## config.mk

```make
export PLATFORM = sky130hd
export DESIGN_NAME = packed_error_log_stack_core
export DESIGN_NICKNAME = d
export VERILOG_FILES = /design/src/hw/rtl/pels_pkg.sv /design/src/hw/rtl/pels_mem.sv /design/src/hw/rtl/pels_div.sv /design/src/hw/rtl/packed_error_log_stack_core.sv
export SDC_FILE = /design/constraint.sdc
export NUM_CORES = 2
export LEC_CHECK = 0
export BUFFER_PORTS_ARGS = -buffer_cell sky130_fd_sc_hd__buf_2
export CAP_MARGIN = 20
export CORE_ASPECT_RATIO = 2
export CORE_MARGIN = 8
export CORE_UTILIZATION = 51
export DETAILED_ROUTE_END_ITERATION = 10
export GPL_TIMING_DRIVEN = 0
export PLACE_DENSITY = 0.82
export SLEW_MARGIN = 15
export SYNTH_ARGS = -nofsm -noshare
export SYNTH_HDL_FRONTEND = slang
export SYNTH_HIERARCHICAL = 1
export SYNTH_SLANG_ARGS = --single-unit
export TNS_END_PERCENT = 10
```

## constraint.sdc

```tcl
create_clock -name clk -period 6.6 [get_ports clk]
set_clock_uncertainty 0.1 [all_clocks]
set_input_delay 0.66 -clock clk [delete_from_list [all_inputs] [get_ports clk]]
set_output_delay 0.66 -clock clk [all_outputs]
set_load 0.005 [all_outputs]
```

## src/hw/rtl/pels_pkg.sv

```systemverilog
// ----------------------------------------------------------------------------
// packed error log stack package
// sizes, codes and shared types of the fault log core
// ----------------------------------------------------------------------------
package pels_pkg;

	// log geometry
	localparam int DEPTH  = 16;
	localparam int ADDR_W = $clog2(DEPTH);
	localparam int CNT_W  = $clog2(DEPTH + 1);

	// field widths
	localparam int OP_W    = 2;
	localparam int BYTE_W  = 8;
	localparam int MS_W    = 32;
	localparam int INDEX_W = 4;
	localparam int ECNT_W  = 4;
	localparam int S_DATA_W = 64;
	localparam int M_DATA_W = 64;

	// time conversion
	localparam int DIV_W  = 16;
	localparam int MIN_W  = MS_W - DIV_W + 1;
	localparam logic [DIV_W-1:0] MS_PER_MIN = 16'd60000;

	// ms / 60000 == (ms >> 5) / 1875, taken as (ms >> 5) * ceil(2^38 / 1875) >> 38
	localparam int DIV_SHIFT = 5;
	localparam int RECIP_X_W = MS_W - DIV_SHIFT;
	localparam int RECIP_W   = 28;
	localparam int RECIP_SH  = 38;
	localparam logic [RECIP_W-1:0] RECIP = 28'd146601551;

	// entry encoding
	localparam int MARK_BIT = 7;
	localparam logic [BYTE_W-1:0] OVERFLOW_KIND = 8'd8;
	localparam logic [BYTE_W-1:0] INVALID_ID    = 8'hFF;
	localparam logic [BYTE_W-1:0] PACK_MOD_LIM  = 8'd8;
	localparam logic [BYTE_W-1:0] PACK_CODE_LIM = 8'd32;
	localparam logic [ECNT_W-1:0] ECNT_MAX      = 4'hF;

	typedef enum logic [OP_W-1:0] {
		OP_ADD,
		OP_READ,
		OP_DELETE,
		OP_CLEAR
	} op_t;

	typedef enum logic [2:0] {
		ST_SINGLE,
		ST_DOUBLE,
		ST_OVERFLOW,
		ST_DROPPED,
		ST_DELETED,
		ST_REJECTED,
		ST_DONE
	} status_t;

	typedef struct packed {
		logic [BYTE_W-1:0] kind;
		logic [MIN_W-1:0]  minutes;
		logic [BYTE_W-1:0] param;
	} entry_t;

	typedef struct packed {
		logic              en;
		logic [ADDR_W-1:0] addr;
		entry_t            ent;
		logic              param_en;
	} mem_wr_t;

	typedef struct packed {
		logic            start;
		logic [MS_W-1:0] dividend;
	} div_req_t;

	typedef struct packed {
		logic             busy;
		logic [MIN_W-1:0] quotient;
	} div_rsp_t;

endpackage

```

## src/hw/rtl/pels_mem.sv

```systemverilog
// ----------------------------------------------------------------------------
// packed error log entry store
// one write port, one registered read port, per-entry valid flags
// ----------------------------------------------------------------------------
module pels_mem (
	input  logic                      clk,
	input  logic                      arst_n,
	input  pels_pkg::mem_wr_t         wr,
	input  logic                      clr,
	input  logic [pels_pkg::ADDR_W-1:0] rd_addr,
	output pels_pkg::entry_t          rd_data
);
	import pels_pkg::*;

	logic [BYTE_W-1:0] kind_mem  [DEPTH];
	logic [MIN_W-1:0]  min_mem   [DEPTH];
	logic [BYTE_W-1:0] param_mem [DEPTH];
	logic [DEPTH-1:0]  valid_q;
	entry_t            rd_q;
	logic              rd_valid_q;

	// storage write and registered read
	always_ff @(posedge clk) begin
		if (wr.en) begin
			kind_mem[wr.addr] <= wr.ent.kind;
			min_mem[wr.addr]  <= wr.ent.minutes;
			// a marker keeps the old param, which is zero on a fresh entry
			if (wr.param_en || !valid_q[wr.addr]) begin
				param_mem[wr.addr] <= wr.param_en ? wr.ent.param : '0;
			end
		end
		rd_q.kind    <= kind_mem[rd_addr];
		rd_q.minutes <= min_mem[rd_addr];
		rd_q.param   <= param_mem[rd_addr];
	end

	// valid flags, cleared by reset and by a clear request
	always_ff @(posedge clk or negedge arst_n) begin
		if (!arst_n) begin
			valid_q    <= '0;
			rd_valid_q <= 1'b0;
		end else begin
			rd_valid_q <= valid_q[rd_addr];
			if (clr) begin
				valid_q <= '0;
			end else if (wr.en) begin
				valid_q[wr.addr] <= 1'b1;
			end
		end
	end

	// an entry never written reads as zero
	assign rd_data = rd_valid_q ? rd_q : '0;

endmodule

```

## src/hw/rtl/pels_div.sv

```systemverilog
// ----------------------------------------------------------------------------
// packed error log minute divider
// divide by the ms-per-minute constant as a registered reciprocal multiply
// ----------------------------------------------------------------------------
module pels_div (
	input  logic               clk,
	input  logic               arst_n,
	input  pels_pkg::div_req_t req,
	output pels_pkg::div_rsp_t rsp
);
	import pels_pkg::*;

	logic [RECIP_X_W-1:0]         x_q;
	logic [MIN_W-1:0]             quo_q;
	logic                         busy_q;
	logic [RECIP_X_W+RECIP_W-1:0] prod;

	// ms / 32 times the scaled inverse of 1875
	assign prod = {{RECIP_W{1'b0}}, x_q} * {{RECIP_X_W{1'b0}}, RECIP};

	// operand capture into x_q, then the quotient registered into quo_q
	always_ff @(posedge clk or negedge arst_n) begin
		if (!arst_n) begin
			x_q    <= '0;
			quo_q  <= '0;
			busy_q <= 1'b0;
		end else if (req.start) begin
			x_q    <= req.dividend[MS_W-1:DIV_SHIFT];
			busy_q <= 1'b1;
		end else if (busy_q) begin
			quo_q  <= prod[RECIP_SH +: MIN_W];
			busy_q <= 1'b0;
		end
	end

	assign rsp.busy     = busy_q;
	assign rsp.quotient = quo_q;

endmodule

```

## src/hw/rtl/packed_error_log_stack_core.sv

```systemverilog
// ----------------------------------------------------------------------------
// packed error log stack core
// fault log of packed entries with add, read, delete and clear requests
// ----------------------------------------------------------------------------
// One request is worked at a time and the input is not ready until its result
// is loaded into the output register. An add takes the minute stamp from a
// reciprocal multiply, then makes one entry write for a single entry or one
// overflow marker, two for a split pair or two markers, or none when dropped,
// and then the result step; a read makes three reads of the single entry-store
// port plus a decode and multiply step; a delete makes one read and one write
// per shifted entry, or none when rejected; a clear makes a single clear step.
// The next request is taken while an earlier result still waits on the
// output; a finished result waits until the output register is free.
module packed_error_log_stack_core (
	input  logic                          clk,
	input  logic                          arst_n,
	input  logic                          s_tvalid,
	output logic                          s_tready,
	// module_req[7:0], code[15:8], param[23:16], now_ms[55:24], index[59:56]
	input  logic [pels_pkg::S_DATA_W-1:0] s_tdata,
	// op[1:0]
	input  logic [pels_pkg::OP_W-1:0]     s_tuser,
	output logic                          m_tvalid,
	input  logic                          m_tready,
	// status[2:0], entry_count[6:3], module_out[14:7], code_out[22:15],
	// date_ms[54:23], param_out[62:55], notify[63]
	output logic [pels_pkg::M_DATA_W-1:0] m_tdata
);
	import pels_pkg::*;

	typedef enum logic [3:0] {
		S_IDLE,
		S_DIV,
		S_WR0,
		S_WR1,
		S_RD_SELF,
		S_RD_PREV,
		S_RD_NEXT,
		S_DECODE,
		S_DEL_CHK,
		S_DEL_STEP,
		S_DEL_WR,
		S_CLR,
		S_DONE
	} state_t;

	state_t                state_q;
	op_t                   op_q;
	logic [BYTE_W-1:0]     mod_q;
	logic [BYTE_W-1:0]     code_q;
	logic [BYTE_W-1:0]     prm_q;
	logic [INDEX_W-1:0]    idx_q;
	logic [MIN_W-1:0]      min_q;
	logic [CNT_W-1:0]      cnt_q;
	logic [CNT_W-1:0]      ptr_q;
	logic                  dbl_q;
	logic                  mark_q;
	logic                  prev_mark_q;
	entry_t                self_q;
	status_t               res_status_q;
	logic [BYTE_W-1:0]     res_mo_q;
	logic [BYTE_W-1:0]     res_co_q;
	logic [MS_W-1:0]       res_date_q;
	logic [BYTE_W-1:0]     res_prm_q;
	logic                  m_tvalid_q;
	logic [M_DATA_W-1:0]   m_tdata_q;

	logic                  accept;
	op_t                   in_op;
	logic [BYTE_W-1:0]     in_mod;
	logic [BYTE_W-1:0]     in_code;
	logic [BYTE_W-1:0]     in_prm;
	logic [MS_W-1:0]       in_now;
	logic [INDEX_W-1:0]    in_idx;
	logic                  dbl_w;
	logic                  full_w;
	logic                  mark_w;
	logic                  idx_ok_w;
	logic                  near_end_w;
	logic                  del_ok_w;
	logic [CNT_W-1:0]      ptr_nxt;
	logic                  step_w;
	logic [BYTE_W-1:0]     dec_mo;
	logic [BYTE_W-1:0]     dec_co;
	logic [MIN_W+DIV_W-1:0] prod;
	logic [ECNT_W-1:0]     ecnt;
	div_req_t              div_req;
	div_rsp_t              div_rsp;
	mem_wr_t               wr;
	logic                  mem_clr;
	logic [ADDR_W-1:0]     rd_addr;
	entry_t                rd_data;

	// request fields
	assign accept  = s_tvalid && s_tready;
	assign in_op   = op_t'(s_tuser);
	assign in_mod  = s_tdata[7:0];
	assign in_code = s_tdata[15:8];
	assign in_prm  = s_tdata[23:16];
	assign in_now  = s_tdata[55:24];
	assign in_idx  = s_tdata[59:56];

	// add placement decisions
	assign dbl_w  = (mod_q >= PACK_MOD_LIM) || (code_q >= PACK_CODE_LIM);
	assign full_w = 32'(cnt_q) >= 32'(DEPTH - 1);
	assign mark_w = (32'(cnt_q) >= 32'(DEPTH - 2)) ||
		((32'(cnt_q) >= 32'(DEPTH - 3)) && dbl_w);

	// index checks
	assign idx_ok_w   = 32'(idx_q) < 32'(DEPTH);
	assign near_end_w = 32'(idx_q) >= 32'(DEPTH - 2);
	assign del_ok_w   = idx_ok_w && (32'(idx_q) < 32'(cnt_q));
	assign ptr_nxt    = ptr_q + CNT_W'(1);
	assign step_w     = ptr_nxt < cnt_q;

	// read decode, next entry sits on the store output in the decode cycle
	always_comb begin
		if (!self_q.kind[MARK_BIT]) begin
			if (prev_mark_q) begin
				dec_mo = INVALID_ID;
				dec_co = INVALID_ID;
			end else begin
				dec_mo = {5'd0, self_q.kind[2:0]};
				dec_co = {3'd0, self_q.kind[7:3]};
			end
		end else begin
			dec_mo = {1'b0, self_q.kind[6:0]};
			dec_co = near_end_w ? INVALID_ID : rd_data.kind;
		end
	end

	// minutes back to ms, wraps to 32 bits
	assign prod = {{DIV_W{1'b0}}, self_q.minutes} * {{MIN_W{1'b0}}, MS_PER_MIN};

	// saturated count for the result
	assign ecnt = (32'(cnt_q) > 32'(ECNT_MAX)) ? ECNT_MAX : ECNT_W'(cnt_q);

	// divider request
	assign div_req.start    = accept && (in_op == OP_ADD);
	assign div_req.dividend = in_now;

	// entry store port steering
	always_comb begin
		rd_addr = ADDR_W'(idx_q);
		wr      = '0;
		mem_clr = 1'b0;
		case (state_q)
			S_RD_PREV: begin
				rd_addr = ADDR_W'(idx_q) - ADDR_W'(1);
			end
			S_RD_NEXT: begin
				rd_addr = ADDR_W'(idx_q) + ADDR_W'(1);
			end
			S_WR0: begin
				wr.en          = 1'b1;
				wr.addr        = cnt_q[ADDR_W-1:0];
				wr.ent.minutes = min_q;
				wr.ent.param   = prm_q;
				wr.param_en    = !mark_q;
				if (mark_q) begin
					wr.ent.kind = OVERFLOW_KIND;
				end else if (dbl_q) begin
					wr.ent.kind = {1'b1, mod_q[6:0]};
				end else begin
					wr.ent.kind = {code_q[4:0], mod_q[2:0]};
				end
			end
			S_WR1: begin
				wr.en          = 1'b1;
				wr.addr        = cnt_q[ADDR_W-1:0];
				wr.ent.minutes = min_q;
				wr.ent.param   = prm_q;
				wr.param_en    = !mark_q;
				wr.ent.kind    = mark_q ? OVERFLOW_KIND : code_q;
			end
			S_DEL_STEP: begin
				rd_addr = ptr_nxt[ADDR_W-1:0];
			end
			S_DEL_WR: begin
				wr.en       = 1'b1;
				wr.addr     = ptr_q[ADDR_W-1:0];
				wr.ent      = rd_data;
				wr.param_en = 1'b1;
			end
			S_CLR: begin
				mem_clr = 1'b1;
			end
			default: begin
			end
		endcase
	end

	// sequencer and output register
	always_ff @(posedge clk or negedge arst_n) begin
		if (!arst_n) begin
			state_q      <= S_IDLE;
			op_q         <= OP_ADD;
			mod_q        <= '0;
			code_q       <= '0;
			prm_q        <= '0;
			idx_q        <= '0;
			min_q        <= '0;
			cnt_q        <= '0;
			ptr_q        <= '0;
			dbl_q        <= 1'b0;
			mark_q       <= 1'b0;
			prev_mark_q  <= 1'b0;
			self_q       <= '0;
			res_status_q <= ST_DONE;
			res_mo_q     <= '0;
			res_co_q     <= '0;
			res_date_q   <= '0;
			res_prm_q    <= '0;
			m_tvalid_q   <= 1'b0;
			m_tdata_q    <= '0;
		end else begin
			if (m_tvalid_q && m_tready && (state_q != S_DONE)) begin
				m_tvalid_q <= 1'b0;
			end
			case (state_q)
				S_IDLE: begin
					if (accept) begin
						op_q         <= in_op;
						mod_q        <= in_mod;
						code_q       <= in_code;
						prm_q        <= in_prm;
						idx_q        <= in_idx;
						res_status_q <= ST_DONE;
						res_mo_q     <= '0;
						res_co_q     <= '0;
						res_date_q   <= '0;
						res_prm_q    <= '0;
						case (in_op)
							OP_ADD:    state_q <= S_DIV;
							OP_READ:   state_q <= S_RD_SELF;
							OP_DELETE: state_q <= S_DEL_CHK;
							OP_CLEAR:  state_q <= S_CLR;
							default:   state_q <= S_DONE;
						endcase
					end
				end
				S_DIV: begin
					if (!div_rsp.busy) begin
						min_q  <= div_rsp.quotient;
						dbl_q  <= dbl_w;
						mark_q <= mark_w;
						if (full_w) begin
							res_status_q <= ST_DROPPED;
							state_q      <= S_DONE;
						end else begin
							if (mark_w) begin
								res_status_q <= ST_OVERFLOW;
							end else if (dbl_w) begin
								res_status_q <= ST_DOUBLE;
							end else begin
								res_status_q <= ST_SINGLE;
							end
							state_q <= S_WR0;
						end
					end
				end
				S_WR0: begin
					cnt_q   <= cnt_q + CNT_W'(1);
					state_q <= dbl_q ? S_WR1 : S_DONE;
				end
				S_WR1: begin
					cnt_q   <= cnt_q + CNT_W'(1);
					state_q <= S_DONE;
				end
				S_RD_SELF: begin
					state_q <= S_RD_PREV;
				end
				S_RD_PREV: begin
					self_q  <= rd_data;
					state_q <= S_RD_NEXT;
				end
				S_RD_NEXT: begin
					prev_mark_q <= (idx_q != '0) && rd_data.kind[MARK_BIT];
					state_q     <= S_DECODE;
				end
				S_DECODE: begin
					if (idx_ok_w) begin
						res_mo_q   <= dec_mo;
						res_co_q   <= dec_co;
						res_date_q <= prod[MS_W-1:0];
						res_prm_q  <= self_q.param;
					end else begin
						res_mo_q <= INVALID_ID;
						res_co_q <= INVALID_ID;
					end
					state_q <= S_DONE;
				end
				S_DEL_CHK: begin
					if (del_ok_w) begin
						ptr_q   <= CNT_W'(idx_q);
						state_q <= S_DEL_STEP;
					end else begin
						res_status_q <= ST_REJECTED;
						state_q      <= S_DONE;
					end
				end
				S_DEL_STEP: begin
					if (step_w) begin
						state_q <= S_DEL_WR;
					end else begin
						cnt_q        <= cnt_q - CNT_W'(1);
						res_status_q <= ST_DELETED;
						state_q      <= S_DONE;
					end
				end
				S_DEL_WR: begin
					ptr_q   <= ptr_nxt;
					state_q <= S_DEL_STEP;
				end
				S_CLR: begin
					cnt_q   <= '0;
					state_q <= S_DONE;
				end
				S_DONE: begin
					if (!m_tvalid_q || m_tready) begin
						m_tvalid_q <= 1'b1;
						m_tdata_q  <= {(op_q == OP_ADD), res_prm_q, res_date_q,
							res_co_q, res_mo_q, ecnt, res_status_q};
						state_q    <= S_IDLE;
					end
				end
				default: begin
					state_q <= S_IDLE;
				end
			endcase
		end
	end

	assign s_tready = (state_q == S_IDLE);
	assign m_tvalid = m_tvalid_q;
	assign m_tdata  = m_tdata_q;

	// minute divider
	pels_div u_div (
		.clk    (clk),
		.arst_n (arst_n),
		.req    (div_req),
		.rsp    (div_rsp)
	);

	// entry store
	pels_mem u_mem (
		.clk     (clk),
		.arst_n  (arst_n),
		.wr      (wr),
		.clr     (mem_clr),
		.rd_addr (rd_addr),
		.rd_data (rd_data)
	);

endmodule

```

==> Word-level counts from Yosys, hierarchy flattened <==
Memory sizes are Yosys's and may differ from the RTL's. A register that Yosys moved wholly into a read port is not among the register bits.
Index checks and enable logic that the tools add are counted.
{ "totals": {"ff_bits": 283, "mem_bits_rw": 528, "in_bits": 70, "memories": 3} }
{ "classes": {"add_sub_neg": 5, "multipliers": 2, "n_lt_le_gt_ge": 12, "n_eq_ne": 22, "mux": 58, "bitwise_logic": 3, "reduce_logical": 34} }
{ "memory_table": {"columns": ["memory", "depth", "width", "read_ports", "rd_ports_with_merged_regs", "wr", "line", "text"], "rows": [
  ["u_mem.min_mem", 16, 17, 1, 1, 1, "pels_mem.sv:16", "logic [MIN_W-1:0] min_mem [DEPTH];"],
  ["u_mem.kind_mem", 16, 8, 1, 1, 1, "pels_mem.sv:15", "logic [BYTE_W-1:0] kind_mem [DEPTH];"],
  ["u_mem.param_mem", 16, 8, 1, 1, 1, "pels_mem.sv:17", "logic [BYTE_W-1:0] param_mem [DEPTH];"]
]} }
{ "ops": {"columns": ["operator", "n"], "rows": [
  ["39-bit one-hot mux with 3 select lines", 1],
  ["8-bit 2-to-1 mux", 10],
  ["32-bit one-hot mux with 2 select lines", 1],
  ["27-bit by 28-bit multiplier with 55-bit output (second input constant)", 1],
  ["8-bit one-hot mux with 2 select lines", 3],
  ["4-bit one-hot mux with 11 select lines", 1],
  ["33-bit 2-to-1 mux", 1],
  ["16-bit 2-to-1 mux", 2],
  ["32-bit 2-to-1 mux", 1],
  ["17-bit by 11-bit multiplier with 27-bit output (second input constant)", 1],
  ["4-bit 2-to-1 mux", 6],
  ["4-bit equality test (second input constant)", 5],
  ["3-bit 2-to-1 mux", 6],
  ["4-bit by 3-bit equality test with 1-bit output (second input constant)", 4],
  ["16-bit OR", 1],
  ["4-bit one-hot mux with 4 select lines", 1],
  ["5-bit by 4-bit >= comparator with 1-bit output (second input constant)", 3],
  ["5-bit one-hot mux with 3 select lines", 1],
  ["1-bit 2-to-1 mux", 14],
  ["2-bit AND reduction", 7],
  ["3-bit one-hot mux with 4 select lines", 1],
  ["4-bit one-hot mux with 3 select lines", 1],
  ["5-bit by 1-bit adder with 5-bit output (second input constant)", 2],
  ["4-bit by 5-bit less-than comparator with 1-bit output (second input constant)", 2],
  ["35 further kinds", 60]
]} }

==> Logic depth before layout (Yosys ltp) <==
{ "depth": {"depth_word": 10, "ltp_mapped": 24} }

==> By module <==
The synthesis kept the hierarchy.
{ "modules_own_cells": {"columns": ["mod", "instances", "cells_per_inst", "area_each_um2", "seq_area_each_um2"], "rows": [
  ["pels_mem", 1, 1029, 21833.4, 16941.2],
  ["pels_div", 1, 1440, 14286.2, 1126.1],
  ["packed_error_log_stack_core", 1, 1259, 13038.8, 5282.6]
]} }

==> Least setup slack after synthesis <==
Ideal clock, no wire load.
{ "synth_path": {"kind": "register to register", "start": "register u_div.x_q[19]", "end": "register u_div.quo_q[15]", "arrival_ps": 6339, "required_ps": 6369, "slack_ps": 29, "stages_incl_launch_ff": 23, "n_path_buf": 0, "period_less_slack_ps": 6571, "path_cell_list": "dfrtp_1 fa_1 inv_1 fa_1 inv_1 fa_1 inv_1 fa_1 fa_1 inv_1 fa_1 inv_1 fa_1 inv_1 ha_1 a21oi_1 o21ai_1 a311oi_2 a31oi_4 o31ai_2 nand3_2 o211a_1 or3_1"} }
{ "synth_between": {"elab_chain_cells": 1} }
{ "synth_lines": {"columns": ["item", "line", "text"], "rows": [
  ["from (decl)", "pels_div.sv:13", "logic [RECIP_X_W-1:0] x_q;"],
  ["from (signal assigned)", "pels_div.sv:28", "x_q <= req.dividend[MS_W-1:DIV_SHIFT];"],
  ["27-bit by 28-bit multiplier with 55-bit output", "pels_div.sv:19", "assign prod = {{RECIP_W{1'b0}}, x_q} * {{RECIP_X_W{1'b0}}, RECIP};"],
  ["to (signal assigned)", "pels_div.sv:31", "quo_q <= prod[RECIP_SH +: MIN_W];"],
  ["to (decl)", "pels_div.sv:14", "logic [MIN_W-1:0] quo_q;"]
]} }
No other way between the ends.
A chain may end at the register's enable or synchronous reset.

==> Worst setup path after layout <==
{ "layout_path": {"start": "register u_div.x_q[9]", "end": "register u_div.quo_q[16]"} }
The elaborated chain is that of the path after synthesis.

==> results.sh <==
export IMPL_core_area_mm2=0.0959
export IMPL_cap_violations=0
export IMPL_syn_to_final_growth_pct=13.0
export IMPL_routed_wl_mm=132
export IMPL_rows=161
export IMPL_required_ps=7060
export IMPL_hold_class="primary input to register"
export IMPL_grt_usage_pct=24.6
export IMPL_start_kind="register"
export IMPL_gp_congestion=0.946
export IMPL_grt_pass1_vias=33500
export IMPL_insertion_delay_ps=700
export IMPL_num_nets_final=4787
export IMPL_max_stage_delay_ps=560
export IMPL_violations="setup timing"
export IMPL_max_freq_mhz=149
export IMPL_grt_setup_unrepaired="yes"
export IMPL_synth_fa_ha_area_share_pct=23.9
export IMPL_grt_pass1_wl_mm=202
export IMPL_synth_top_family_by_area="adder cells"
export IMPL_synth_distinct_cells=98
export IMPL_viasPerCell=6.04
export IMPL_synth_top_area_share_pct=32.3
export IMPL_hpwlAfterDp_mm=96.1
export IMPL_die_height_um=455
export IMPL_slowest_stage="fa_1"
export IMPL_cts_root_buf="clkbuf_16"
export IMPL_synthSimpleGateAreaFrac_pct=6.45
export IMPL_remaining_drc_errors=0
export IMPL_crit_fanout=7
export IMPL_grt_max_degree=100
export IMPL_netlist_instances=3728
export IMPL_ys_seq_area_share_pct=47.5
export IMPL_finalCriticalPeriod_ps=6730
export IMPL_synth_compound_area_share_pct=6.99
export IMPL_setup_ws_ps=-130
export IMPL_synth_edf_count=528
export IMPL_worst_pin_slew_ps=1050
export IMPL_end_kind="register"
export IMPL_drive_gt1_share_pct=18.8
export IMPL_synth_top_flop_cell="edfxtp_1"
export IMPL_ys_async_sr_fraction_pct=32.7
export IMPL_port_buffer_count=121
export IMPL_drv_slew=0
export IMPL_cts_clk_slew_worst_paths_ps=70
export IMPL_avgSynthCellArea_um2=13.2
export IMPL_slew_limit_headroom_pct=29.3
export IMPL_die_area_mm2=0.107
export IMPL_initialDrtViolationCount=3189
export IMPL_hold_viol_final=0
export IMPL_numCtsBuffers=74
export IMPL_vias=31900
export IMPL_synth_mux_area_share_pct=9.04
export IMPL_cpMostUsedCell="fa_1"
export IMPL_cts_path_max_buffers=3
export IMPL_run_status="finished, violations left"
export IMPL_ys_ff_latch=834
export IMPL_overflow=0
export IMPL_yosysTopAreaCell="edfxtp_1"
export IMPL_setup_viol=10
export IMPL_final_antenna_net_count=0
export IMPL_drt_pre_antenna_iters=6
export IMPL_synth_xor_area_share_pct=0.517
export IMPL_finalSetupTns_ps=-498
export IMPL_synth_area_leaders="edfxtp_1, fa_1, dfrtp_1"
export IMPL_h_tree_depth=3
export IMPL_tritoncts="done"
export IMPL_clkSinkCount=834
export IMPL_pre_cts_ws_ps=-869
export IMPL_die_w_um=236
export IMPL_antenna_found_initial=1
export IMPL_crit_type="register to register"
export IMPL_cp_cell_sequence="buf_4 > ha_1 > inv_1 > fa_1 > fa_1 > inv_1 > fa_1 > inv_1 > fa_1 > inv_1 > fa_1 > inv_1 > fa_1 > inv_2 > ha_4 > and3_4 > nand3_4 > or4b_4 > a31oi_4 > o311ai_4 > a211oi_2 > nor3_2 > o31ai_2"
export IMPL_netlist_area_mm2=0.0492
export IMPL_wl_per_cell_um=25.1
export IMPL_post_route_period_util_pct=102
export IMPL_nFillCells=7149
export IMPL_ios=136
export IMPL_start_util_pct=51.3
export IMPL_ys_warn_count=6
export IMPL_cp_data_arrival_time_ps=7190
stage by stage:
stage | instances | utilization [%] | cell area (µm²) | hold slack, ps
2_1_floorplan | 3732 | - | 49200 | 264
3_3_place_gp | 5075 | 53.5 | 51300 | 343
3_5_place_dp | 5096 | 54.3 | 52000 | 352
4_1_cts | 5254 | 57.5 | 55100 | 51.0
5_1_grt | 5280 | 57.9 | 55500 | 93.6
6_report | 5281 | 57.9 | 55600 | 79.0
repair_timing:
item / CTS / global route
gates resized for setup: 52 / 48
endpoints found under the hold margin: 93 / 0
pin swaps: 14 / 32
buffers inserted: 21 / 25
hold buffers: 1 / 0
endpoints found under the setup margin: 17 / 16
cells in the mapped netlist, types with 11 or more instances:
cell type	number
nor2_1	106
a22o_1	30
a21oi_1	94
dfxtp_1	33
mux2i_1	11
dfrtp_1	271
fa_1	364
ha_1	355
mux4_2	136
and3_1	11
o21a_1	11
o21ai_0	122
and2_1	55
nor3_1	25
nand2b_1	23
clkbuf_1	83
o32ai_1	16
mux2_2	111
nor2b_1	27
a22oi_1	76
o31ai_1	11
edfxtp_1	528
nand4_1	16
xnor2_1	17
buf_2	35
a21o_1	25
xor2_1	12
nand3_1	58
nand2_1	306
inv_1	571
kinds of logic (layout without fill, tap and decap cells):
family	count (synthesis)	in the layout
simple gates	676	676
mux	260	260
flops	834	834
buf+inv	708	1034
compound gates	501	501
xor+xnor	29	29
fa+ha+maj	719	719
other cells	1	6
layout by cell type (no fill, tap or decap), drive strengths merged, types with 9 or more instances in the layout:
master	n
mux2	113
clkbuf	175
or2	10
nand4	16
a21o	26
nor2b	27
xor2	12
dfrtp	271
nand2	306
ha	355
nor3	27
o21a	11
nand2b	23
o21ai	128
and3	12
xnor2	17
clkinv	25
a211oi	11
mux4	136
dfxtp	33
mux2i	11
edfxtp	528
and2	56
o31ai	13
nor2	107
fa	364
bufinv	11
buf	242
inv	574
nand3	60
a22oi	76
a21oi	94
o32ai	16
a22o	30
o22ai	9
worst max-delay path, delay by kind of cell, from the launching register on:
family                   cells  cell delay, ps
adder cells (fa/ha/maj)      8            3650
AO/OA/AOI/OAI                4            1020
AND/OR/NAND/NOR              4             900
buffers and inverters        7             570
flip-flops                   1             420
cell type report:
| class | count | area, µm² | share of cell area, % |
|---|---|---|---|
| sequential | 834 | 23400 | 42.1 |
| clock inverter | 43 | 692 | 1.25 |
| buffer | 134 | 611 | 1.10 |
| multi-input combinational | 2190 | 23700 | 42.6 |
| timing repair buffer | 191 | 1490 | 2.68 |
| tap | 1222 | 1530 | 2.75 |
| antenna | 1 | 2.50 | 0.00450 |
| clock buffer | 93 | 2030 | 3.65 |
| inverter | 573 | 2150 | 3.87 |
metal layers:
| layer | share of wire (%) | track usage (%) |
|---|---|---|
| met1 | 38 | 30.8 |
| met2 | 49 | 41.3 |
| met3 | 8.8 | 4.91 |
| met4 | 4.7 | 11.1 |
| met5 | 0 | 0 |
state kept, by name, summed over array words and instances, names as in the netlist, 27 cells and up:
register,count
u_div/x_q,27
res_date_q,27
u_mem/rd_q,33
u_mem/kind_mem,128
u_mem/param_mem,128
m_tdata,59
self_q,33
u_mem/min_mem,272
final timing paths:
kind | start | to | slack, ps | cells after the start
max in group asynchronous | arst_n | u_div/x_q[12]$_DFFE_PN0P_ | 4410 | 4
worst min-delay path | s_tdata[7] | mod_q[7]$_DFFE_PN0P_ | 80 | 3
worst max register to register | u_div/x_q[9]$_DFFE_PN0P_ | u_div/quo_q[16]$_DFFE_PN0P_ | -130 | 23
min in group asynchronous | arst_n | res_co_q[6]$_DFFE_PN0P_ | 520 | 2
worst max-delay path | u_div/x_q[9]$_DFFE_PN0P_ | u_div/quo_q[16]$_DFFE_PN0P_ | -130 | 23
worst min register to register | op_q[1]$_DFFE_PN0P_ | m_tdata[63]$_DFFE_PN0P_ | 380 | 1
Power is not shown: default switching activity piles up to over one toggle a cycle in this logic, so the estimate is an artifact.
